--- src/sv/iirfb_pkg.sv ---
// Shared widths, register indexes, sequencer codes and rounding functions for the IIR filter bank.
`timescale 1ns / 1ps

package iirfb_pkg;

	// Field and datapath widths.
	localparam int SAMPLE_W = 16;
	localparam int COEF_W   = 16;
	localparam int SIG_W    = 24;
	localparam int PROD_W   = COEF_W + SIG_W;
	localparam int ACC_W    = PROD_W + 2;
	localparam int FRAC_X   = 8;
	localparam int COEF_FRAC = 14;
	localparam int OUT_SUM_W = SIG_W + 2;

	// Register indexes on the configuration port.
	localparam logic [2:0] REG_LP_B0 = 3'd0;
	localparam logic [2:0] REG_LP_B1 = 3'd1;
	localparam logic [2:0] REG_LP_A1 = 3'd2;
	localparam logic [2:0] REG_HP_B0 = 3'd3;
	localparam logic [2:0] REG_HP_B1 = 3'd4;
	localparam logic [2:0] REG_HP_A1 = 3'd5;

	// Reset values of the coefficients, Q2.14.
	localparam logic signed [COEF_W-1:0] RST_LP_B0 = 16'sd499;
	localparam logic signed [COEF_W-1:0] RST_LP_B1 = 16'sd499;
	localparam logic signed [COEF_W-1:0] RST_LP_A1 = -16'sd15386;
	localparam logic signed [COEF_W-1:0] RST_HP_B0 = 16'sd15885;
	localparam logic signed [COEF_W-1:0] RST_HP_B1 = -16'sd15885;
	localparam logic signed [COEF_W-1:0] RST_HP_A1 = -16'sd15386;

	// Section order followed by the sequencer.
	localparam logic [2:0] SEC_LP  = 3'd0;
	localparam logic [2:0] SEC_HP  = 3'd1;
	localparam logic [2:0] SEC_LP2 = 3'd2;
	localparam logic [2:0] SEC_HP2 = 3'd3;
	localparam logic [2:0] SEC_BP  = 3'd4;

	// Product terms within one section.
	localparam logic [1:0] TERM_B0 = 2'd0;
	localparam logic [1:0] TERM_B1 = 2'd1;
	localparam logic [1:0] TERM_A1 = 2'd2;

	// Half of one Q16.8 step at Q22, the rounding offset of a section.
	localparam logic signed [ACC_W-1:0] SEC_ROUND = ACC_W'(1 << (COEF_FRAC - 1));
	// Half of one integer step at Q16.8.
	localparam logic signed [OUT_SUM_W-1:0] OUT_ROUND = OUT_SUM_W'(1 << (FRAC_X - 1));

	// Floor shift of the Q22 sum to Q16.8 and saturation to the signal width.
	function automatic logic signed [SIG_W-1:0] sat_section(input logic signed [ACC_W-1:0] a);
		logic signed [ACC_W-COEF_FRAC-1:0] sh;
		logic                              ovf;
		sh  = a[ACC_W-1:COEF_FRAC];
		ovf = (sh[ACC_W-COEF_FRAC-1:SIG_W-1] != {(ACC_W-COEF_FRAC-SIG_W+1){1'b0}}) &&
		      (sh[ACC_W-COEF_FRAC-1:SIG_W-1] != {(ACC_W-COEF_FRAC-SIG_W+1){1'b1}});
		if (ovf) begin
			return sh[ACC_W-COEF_FRAC-1] ? {1'b1, {(SIG_W-1){1'b0}}} : {1'b0, {(SIG_W-1){1'b1}}};
		end
		return sh[SIG_W-1:0];
	endfunction

	// Round half up from Q16.8 to an integer and saturate to the sample width.
	function automatic logic signed [SAMPLE_W-1:0] to_out(input logic signed [OUT_SUM_W-1:0] v);
		logic signed [OUT_SUM_W-1:0]        sum;
		logic signed [OUT_SUM_W-FRAC_X-1:0] sh;
		logic                               ovf;
		sum = v + OUT_ROUND;
		sh  = sum[OUT_SUM_W-1:FRAC_X];
		ovf = (sh[OUT_SUM_W-FRAC_X-1:SAMPLE_W-1] != {(OUT_SUM_W-FRAC_X-SAMPLE_W+1){1'b0}}) &&
		      (sh[OUT_SUM_W-FRAC_X-1:SAMPLE_W-1] != {(OUT_SUM_W-FRAC_X-SAMPLE_W+1){1'b1}});
		if (ovf) begin
			return sh[OUT_SUM_W-FRAC_X-1] ? {1'b1, {(SAMPLE_W-1){1'b0}}}
			                              : {1'b0, {(SAMPLE_W-1){1'b1}}};
		end
		return sh[SAMPLE_W-1:0];
	endfunction

endpackage

--- src/sv/first_order_iir_filter_bank_top.sv ---
// Bank of five first-order IIR sections sharing one multiplier, with APB coefficient registers.
`timescale 1ns / 1ps

// One signed 16-bit sample per request yields eight outputs: the sample itself, low-pass,
// high-pass, all-pass (high minus low), cascaded low-pass and high-pass, band-pass (high-pass
// of the low-pass, doubled) and band-stop (sum of the cascaded pair). A single 16x24 multiplier
// and accumulator work through the fifteen products of the five sections one per cycle, so
// a request passes through the products, a drain of the accumulator, the rounding of the
// outputs once the result register is free and a return to idle before the next sample can
// be accepted. The result is held in an output register; the next sample may be taken while
// it waits. Coefficients are Q2.14 at byte addresses 0 to 20 and should be written only
// while the block is idle.
module first_order_iir_filter_bank_top
	import iirfb_pkg::*;
(
	input  logic                       clk,
	input  logic                       arst_n,
	// APB-style configuration port
	input  logic                       psel,
	input  logic                       penable,
	input  logic                       pwrite,
	input  logic [4:0]                 paddr,
	input  logic [31:0]                pwdata,
	output logic [31:0]                prdata,
	output logic                       pready,
	// Sample channel
	input  logic                       in_valid,
	output logic                       in_stall,
	input  logic signed [SAMPLE_W-1:0] sample,
	// Result channel
	output logic                       out_valid,
	input  logic                       out_stall,
	output logic signed [SAMPLE_W-1:0] raw_out,
	output logic signed [SAMPLE_W-1:0] highpass_out,
	output logic signed [SAMPLE_W-1:0] lowpass_out,
	output logic signed [SAMPLE_W-1:0] allpass_out,
	output logic signed [SAMPLE_W-1:0] highpass2_out,
	output logic signed [SAMPLE_W-1:0] lowpass2_out,
	output logic signed [SAMPLE_W-1:0] bandpass_out,
	output logic signed [SAMPLE_W-1:0] bandstop_out
);

	localparam logic [1:0] ST_IDLE  = 2'd0;
	localparam logic [1:0] ST_MUL   = 2'd1;
	localparam logic [1:0] ST_DRAIN = 2'd2;
	localparam logic [1:0] ST_DONE  = 2'd3;

	logic [1:0] state_q;
	logic [2:0] sec_q;
	logic [1:0] term_q;

	logic signed [COEF_W-1:0] lp_b0_q, lp_b1_q, lp_a1_q;
	logic signed [COEF_W-1:0] hp_b0_q, hp_b1_q, hp_a1_q;

	logic signed [SAMPLE_W-1:0] sample_q, last_in_q;
	logic signed [SIG_W-1:0]    last_lp_q, last_hp_q, last_lp2_q, last_hp2_q, last_bp_q;
	logic signed [SIG_W-1:0]    lp_res_q, hp_res_q, lp2_res_q, hp2_res_q, bp_res_q;

	logic signed [COEF_W-1:0] coef_sel;
	logic signed [SIG_W-1:0]  data_sel;

	logic signed [PROD_W-1:0] prod_s1;
	logic                     valid_s1, sub_s1, first_s1, last_s1;
	logic [2:0]               sec_s1;

	logic signed [ACC_W-1:0] acc_q, acc_base, prod_ext, acc_next;
	logic signed [SIG_W-1:0] sec_result;

	logic [2:0] wr_index;
	logic       cfg_wr;
	logic       in_acc, out_free;

	assign pready   = 1'b1;
	assign wr_index = paddr[4:2];
	assign cfg_wr   = psel && penable && pwrite && pready;
	assign in_stall = (state_q != ST_IDLE);
	assign in_acc   = in_valid && !in_stall;
	assign out_free = !out_valid || !out_stall;

	// Coefficient registers.
	always_ff @(posedge clk or negedge arst_n) begin
		if (!arst_n) begin
			lp_b0_q <= RST_LP_B0;
			lp_b1_q <= RST_LP_B1;
			lp_a1_q <= RST_LP_A1;
			hp_b0_q <= RST_HP_B0;
			hp_b1_q <= RST_HP_B1;
			hp_a1_q <= RST_HP_A1;
		end else if (cfg_wr) begin
			unique case (wr_index)
				REG_LP_B0: lp_b0_q <= pwdata[COEF_W-1:0];
				REG_LP_B1: lp_b1_q <= pwdata[COEF_W-1:0];
				REG_LP_A1: lp_a1_q <= pwdata[COEF_W-1:0];
				REG_HP_B0: hp_b0_q <= pwdata[COEF_W-1:0];
				REG_HP_B1: hp_b1_q <= pwdata[COEF_W-1:0];
				REG_HP_A1: hp_a1_q <= pwdata[COEF_W-1:0];
				default: ;
			endcase
		end
	end

	// Register read-back, sign-extended to the bus.
	always_comb begin
		unique case (wr_index)
			REG_LP_B0: prdata = 32'(lp_b0_q);
			REG_LP_B1: prdata = 32'(lp_b1_q);
			REG_LP_A1: prdata = 32'(lp_a1_q);
			REG_HP_B0: prdata = 32'(hp_b0_q);
			REG_HP_B1: prdata = 32'(hp_b1_q);
			REG_HP_A1: prdata = 32'(hp_a1_q);
			default:   prdata = '0;
		endcase
	end

	// Operand selection for the product now being issued.
	always_comb begin
		coef_sel = '0;
		data_sel = '0;
		case (sec_q) inside
			SEC_LP, SEC_LP2: begin
				case (term_q)
					TERM_B0: coef_sel = lp_b0_q;
					TERM_B1: coef_sel = lp_b1_q;
					default: coef_sel = lp_a1_q;
				endcase
			end
			SEC_HP, SEC_HP2, SEC_BP: begin
				case (term_q)
					TERM_B0: coef_sel = hp_b0_q;
					TERM_B1: coef_sel = hp_b1_q;
					default: coef_sel = hp_a1_q;
				endcase
			end
			default: coef_sel = '0;
		endcase
		case (term_q)
			TERM_B0: begin
				case (sec_q) inside
					SEC_LP, SEC_HP:  data_sel = {sample_q, {FRAC_X{1'b0}}};
					SEC_LP2, SEC_BP: data_sel = lp_res_q;
					SEC_HP2:         data_sel = hp_res_q;
					default:         data_sel = '0;
				endcase
			end
			TERM_B1: begin
				case (sec_q) inside
					SEC_LP, SEC_HP:  data_sel = {last_in_q, {FRAC_X{1'b0}}};
					SEC_LP2, SEC_BP: data_sel = last_lp_q;
					SEC_HP2:         data_sel = last_hp_q;
					default:         data_sel = '0;
				endcase
			end
			default: begin
				case (sec_q)
					SEC_LP:  data_sel = last_lp_q;
					SEC_HP:  data_sel = last_hp_q;
					SEC_LP2: data_sel = last_lp2_q;
					SEC_HP2: data_sel = last_hp2_q;
					SEC_BP:  data_sel = last_bp_q;
					default: data_sel = '0;
				endcase
			end
		endcase
	end

	// Sequencer: issues the fifteen products, drains, then hands over the result.
	always_ff @(posedge clk or negedge arst_n) begin
		if (!arst_n) begin
			state_q  <= ST_IDLE;
			sec_q    <= SEC_LP;
			term_q   <= TERM_B0;
			valid_s1 <= 1'b0;
		end else begin
			unique case (state_q)
				ST_IDLE: begin
					valid_s1 <= 1'b0;
					if (in_acc) begin
						sec_q   <= SEC_LP;
						term_q  <= TERM_B0;
						state_q <= ST_MUL;
					end
				end
				ST_MUL: begin
					valid_s1 <= 1'b1;
					if (term_q == TERM_A1) begin
						term_q <= TERM_B0;
						sec_q  <= sec_q + 3'd1;
						if (sec_q == SEC_BP) begin
							state_q <= ST_DRAIN;
						end
					end else begin
						term_q <= term_q + 2'd1;
					end
				end
				ST_DRAIN: begin
					valid_s1 <= 1'b0;
					state_q  <= ST_DONE;
				end
				ST_DONE: begin
					valid_s1 <= 1'b0;
					if (out_free) begin
						state_q <= ST_IDLE;
					end
				end
				default: state_q <= ST_IDLE;
			endcase
		end
	end

	// Result valid: raised on leaving the hand-over state, dropped once the result is taken.
	always_ff @(posedge clk or negedge arst_n) begin
		if (!arst_n) begin
			out_valid <= 1'b0;
		end else if (state_q == ST_DONE && out_free) begin
			out_valid <= 1'b1;
		end else if (!out_stall) begin
			out_valid <= 1'b0;
		end
	end

	// Shared multiplier stage.
	always_ff @(posedge clk) begin
		prod_s1  <= PROD_W'(coef_sel) * PROD_W'(data_sel);
		sub_s1   <= (term_q == TERM_A1);
		first_s1 <= (term_q == TERM_B0);
		last_s1  <= (term_q == TERM_A1);
		sec_s1   <= sec_q;
	end

	// Accumulator; each section starts from the rounding offset.
	assign acc_base   = first_s1 ? SEC_ROUND : acc_q;
	assign prod_ext   = ACC_W'(prod_s1);
	assign acc_next   = sub_s1 ? (acc_base - prod_ext) : (acc_base + prod_ext);
	assign sec_result = sat_section(acc_next);

	always_ff @(posedge clk) begin
		if (valid_s1) begin
			acc_q <= acc_next;
			if (last_s1) begin
				case (sec_s1)
					SEC_LP:  lp_res_q  <= sec_result;
					SEC_HP:  hp_res_q  <= sec_result;
					SEC_LP2: lp2_res_q <= sec_result;
					SEC_HP2: hp2_res_q <= sec_result;
					SEC_BP:  bp_res_q  <= sec_result;
					default: ;
				endcase
			end
		end
	end

	// Captured sample.
	always_ff @(posedge clk) begin
		if (in_acc) begin
			sample_q <= sample;
		end
	end

	// Filter history, advanced once all sections of a request are done.
	always_ff @(posedge clk or negedge arst_n) begin
		if (!arst_n) begin
			last_in_q  <= '0;
			last_lp_q  <= '0;
			last_hp_q  <= '0;
			last_lp2_q <= '0;
			last_hp2_q <= '0;
			last_bp_q  <= '0;
		end else if (state_q == ST_DONE && out_free) begin
			last_in_q  <= sample_q;
			last_lp_q  <= lp_res_q;
			last_hp_q  <= hp_res_q;
			last_lp2_q <= lp2_res_q;
			last_hp2_q <= hp2_res_q;
			last_bp_q  <= bp_res_q;
		end
	end

	// Output rounding and combinations into the result register.
	always_ff @(posedge clk) begin
		if (state_q == ST_DONE && out_free) begin
			raw_out       <= sample_q;
			highpass_out  <= to_out(OUT_SUM_W'(hp_res_q));
			lowpass_out   <= to_out(OUT_SUM_W'(lp_res_q));
			allpass_out   <= to_out(OUT_SUM_W'(hp_res_q) - OUT_SUM_W'(lp_res_q));
			highpass2_out <= to_out(OUT_SUM_W'(hp2_res_q));
			lowpass2_out  <= to_out(OUT_SUM_W'(lp2_res_q));
			bandpass_out  <= to_out(OUT_SUM_W'(bp_res_q) <<< 1);
			bandstop_out  <= to_out(OUT_SUM_W'(lp2_res_q) + OUT_SUM_W'(hp2_res_q));
		end
	end

`ifndef SYNTHESIS
	// A new result appears only on leaving the hand-over state.
	a_out_from_done: assert property (@(posedge clk) disable iff (!arst_n)
		$rose(out_valid) |-> ($past(state_q) == ST_DONE))
		else $error("result raised outside hand-over");

	// An accepted sample starts the sequence at its first product.
	a_start_seq: assert property (@(posedge clk) disable iff (!arst_n)
		in_acc |=> (state_q == ST_MUL && sec_q == SEC_LP && term_q == TERM_B0))
		else $error("sequence did not start at the first product");

	// The multiplier stage carries work only while products are issued or drained.
	a_s1_window: assert property (@(posedge clk) disable iff (!arst_n)
		valid_s1 |-> (state_q == ST_MUL || state_q == ST_DRAIN))
		else $error("product in flight outside the multiply window");

	// The drain cycle always follows the last product of the band-pass section.
	a_drain_last: assert property (@(posedge clk) disable iff (!arst_n)
		(state_q == ST_DRAIN) |-> (valid_s1 && last_s1 && sec_s1 == SEC_BP))
		else $error("drain without the final product");
`endif

endmodule

--- config.mk ---
export PLATFORM = sky130hd
export DESIGN_NAME = first_order_iir_filter_bank_top
export DESIGN_NICKNAME = d
export VERILOG_FILES = /design/src/sv/iirfb_pkg.sv /design/src/sv/first_order_iir_filter_bank_top.sv
export SDC_FILE = /design/constraint.sdc
export NUM_CORES = 2
export LEC_CHECK = 0
export ABC_AREA = 1
export BUFFER_PORTS_ARGS = -buffer_cell sky130_fd_sc_hd__buf_2
export CORE_ASPECT_RATIO = 1.5
export CORE_UTILIZATION = 54
export DETAILED_ROUTE_END_ITERATION = 16
export GPL_TIMING_DRIVEN = 0
export PLACE_DENSITY_LB_ADDON = 0.25
export SYNTH_ARGS = -nofsm -noshare
export SYNTH_HDL_FRONTEND = slang
export SYNTH_SLANG_ARGS = --single-unit
--- constraint.sdc ---
create_clock -name clk -period 6.5 [get_ports clk]
set_input_delay 0.975 -clock clk [delete_from_list [all_inputs] [get_ports clk]]
set_output_delay 0.975 -clock clk [all_outputs]
set_load 0.005 [all_outputs]
==> results.json <==
{
  "cts_tree": "yes",
  "drc": 0,
  "viasPerCell": 5.727,
  "synth_ff_type": "edfxtp_1",
  "yosysMostFrequentCell": "nand2_1",
  "multi_input_area_sq_um": 28580,
  "cts_root_buffer": "clkbuf_16",
  "core_area_sq_um": 85070,
  "seq_area_sq_um": 16190,
  "worst_r2r_startpoint": "sec_q[1]",
  "critPathLaunch": "sec_q[1]",
  "arrival_ns": 7.94,
  "start_util_pct": 54.62,
  "hold_class": "in2async",
  "setup_slack_ns": -0.8807,
  "grt_antenna_before_repair": 3,
  "drive_above_1_share_pct": 19.12,
  "syn_avg_cell_area_sq_um": 8.381,
  "synth_fa_ha_area_share_pct": 22.82,
  "ys_warn_count": 0,
  "endpoint": "prod_s1[36]",
  "grt_pass1_vias": 41610,
  "synth-xor-area-share_pct": 3.864,
  "hold_buffers": 0,
  "grt_pass1_wl_microns": 244400,
  "violations": "capacitance limit, slew limit, setup timing",
  "synth_top_area_share_pct": 19.78,
  "worst_slew_pin_slew_ns": 1.511,
  "post_synth_most_frequent_cells": "nand2_1, inv_1, nor2_1",
  "maxSlewHeadroom_pct": -1.506,
  "status": "finished with violations",
  "holdWs_ns": 0.1830,
  "fin_nets": 6705,
  "skew_ns": 0.03189,
  "fp-row-count": 131,
  "grt_max_degree": 109,
  "synth_area_leaders": "edfxtp_1, fa_1, nand2_1",
  "area_growth_pct": 21.03,
  "crit_cells": 29,
  "timing.fmax_mhz": 135.5,
  "fillers": 6927,
  "cp_max_fo": 10,
  "ant_nets": 0,
  "die_h_microns": 361.3,
  "gp_congestion": 0.9861,
  "die_w_microns": 241.5,
  "path_clk_slew_ns": 0.07,
  "vias": 41270,
  "muxShareOfSynthArea_pct": 0,
  "synth_enable_flop_cells": 306,
  "final_util_pct": 66.11,
  "r2r-end": "prod_s1[36]",
  "place_ws_ns": -2.929,
  "clock_sinks": 592,
  "drt_iter0_drc": 3433,
  "required_ns": 7.06,
  "path_buf_inv": 10,
  "rsz0062_at_grt": "true",
  "min_period_over_period_pct": 113.5,
  "finalHoldViolations": 0,
  "wl_per_cell_microns": 22.88,
  "maxCapViolations": 1,
  "finalMaxSlewViolations": 9,
  "yosysTopAreaCell": "edfxtp_1",
  "async_flop_share_pct": 40.71,
  "finalCriticalPeriod_ns": 7.381,
  "first_pass_iters": 9,
  "synth_nets": 6226,
  "grt_overflow": 0,
  "syn_inst": 5544,
  "critPathTopFamily": "adder cells",
  "track_usage_pct": 37.26,
  "cpMaxStageDelayCell": "fa_2",
  "synth_top_family_by_area": "adder cells",
  "r2r_slack_ns": -0.88,
  "synth_compound_area_share_pct": 10.10,
  "setup.worst_path.class": "reg2reg",
  "finalSetupViolCount": 29,
  "syn-cell-area_sq_um": 46460,
  "cts.path.max_buffers": 3,
  "reg2reg_depth": 29,
  "ios": 223,
  "h-tree-depth": 2,
  "yosysUniqueCellTypes": 67,
  "ys_ff_latch": 592,
  "ys_seq_area_share_pct": 34.83,
  "wirelength_microns": 164900,
  "clock_latency_ns": 0.67,
  "portBuffers": 202,
  "critPathCaptureType": "register",
  "max_stage_delay_ns": 0.64,
  "numCtsBuffers": 58,
  "startpoint_type": "register",
  "dpl.hpwl_microns": 126200,
  "dieArea_sq_um": 87240,
  "synthSimpleGateAreaFrac_pct": 19.11
}
## worst reg2reg max path: cells and delay by family (launching register included)
kind,cells,cell delay [ns]
simple gates,6,0.72
xor+xnor,1,0.27
compound gates,4,0.92
buf+inv,10,1.05
fa+ha+maj,8,3.83
flops,1,0.45
## metal layers
metal  vias up  global-route usage, %  routed length, microns
li1      18600                      -                       -
met1     19960                  40.27                   56110
met2      1977                  64.46                   81090
met3       732                  5.282                   10580
met4         0                  31.58                   17090
met5         -                      0                       0
## worst min-delay path by stage
| stage | endpoint | start | slack [ns] | depth (start not counted) |
|---|---|---|---|---|
| final | last_in_q[14] | arst_n | 0.18 | 1 |
| after global routing | last_in_q[14] | arst_n | 0.23 | 1 |
| after CTS | last_in_q[14] | arst_n | 0.20 | 1 |
| after detailed placement | sec_s1[2] | sec_q[2] | 0.41 | 0 |
| after global placement | sec_s1[2] | sec_q[2] | 0.40 | 0 |
| after floorplan | sec_s1[2] | sec_q[2] | 0.39 | 0 |
## cells in the final DEF, fill, tap and decap left out, drive strengths merged, types with 4 or more instances in the layout
cell type,count
or2,10
a21oi,186
xor2,156
buf,492
a32oi,5
dfstp,49
nor3,63
o211ai,10
clkinvlp,8
o31ai,5
o221ai,35
a22o,18
dfrtp,192
nand3,147
fa,376
dfxtp,45
clkbuf,178
nand3b,4
o22ai,38
o21a,8
nand2,1428
a22oi,12
a221oi,30
xnor2,49
clkinv,24
nor2,496
o2111ai,7
o21bai,24
edfxtp,306
a31oi,23
nor4,19
a21o,18
ha,246
a21boi,5
o21ai,357
inv,937
nand4,41
bufinv,8
## through the flow
step | area (sq um) | std cells | TNS (ns)
floorplan | 46840 | 5544 | -0.01274
global placement | 49270 | 6876 | -172.98
detailed placement | 49530 | 6891 | -72.50
CTS | 55030 | 7145 | -13.45
global route | 56230 | 7205 | -19.84
finish | 56240 | 7206 | -15.61
## layout make-up
cell class                 instances  share of cell area [%]
antenna                            3                 0.01335
clock inverter                    42                  0.9322
multi-input combinational       3834                   50.82
clock buffer                      68                   2.777
sequential                       592                   28.79
buffer                           180                   2.394
tap                             1130                   2.514
timing repair buffer             422                   5.378
inverter                         935                   6.388
## timing repair
item	in CTS	in global routing
endpoints found under the setup margin	35	32
gates cloned	3	2
resized for setup	506	230
pin swaps	154	102
buffers inserted	143	58
## sequential cells by signal, indices dropped and copies added, names as in the netlist, 24 cells and up
register and flops:
last_hp_q 24, prod_s1 40, last_lp_q 24, acc_q 42, last_hp2_q 24, lp_res_q 24
bp_res_q 24, hp2_res_q 24, last_lp2_q 24, lp2_res_q 24, last_bp_q 24, hp_res_q 24
## cell families (layout without fill, tap and decap cells)
logic type | count (synthesis) | after routing
other cells | 1 | 4
xor+xnor | 205 | 205
flops | 592 | 592
fa+ha+maj | 622 | 622
buf+inv | 1118 | 1647
simple gates | 2212 | 2212
compound gates | 794 | 794
Power is not shown: default switching activity piles up to over one toggle a cycle in this logic, so the estimate is an artifact.
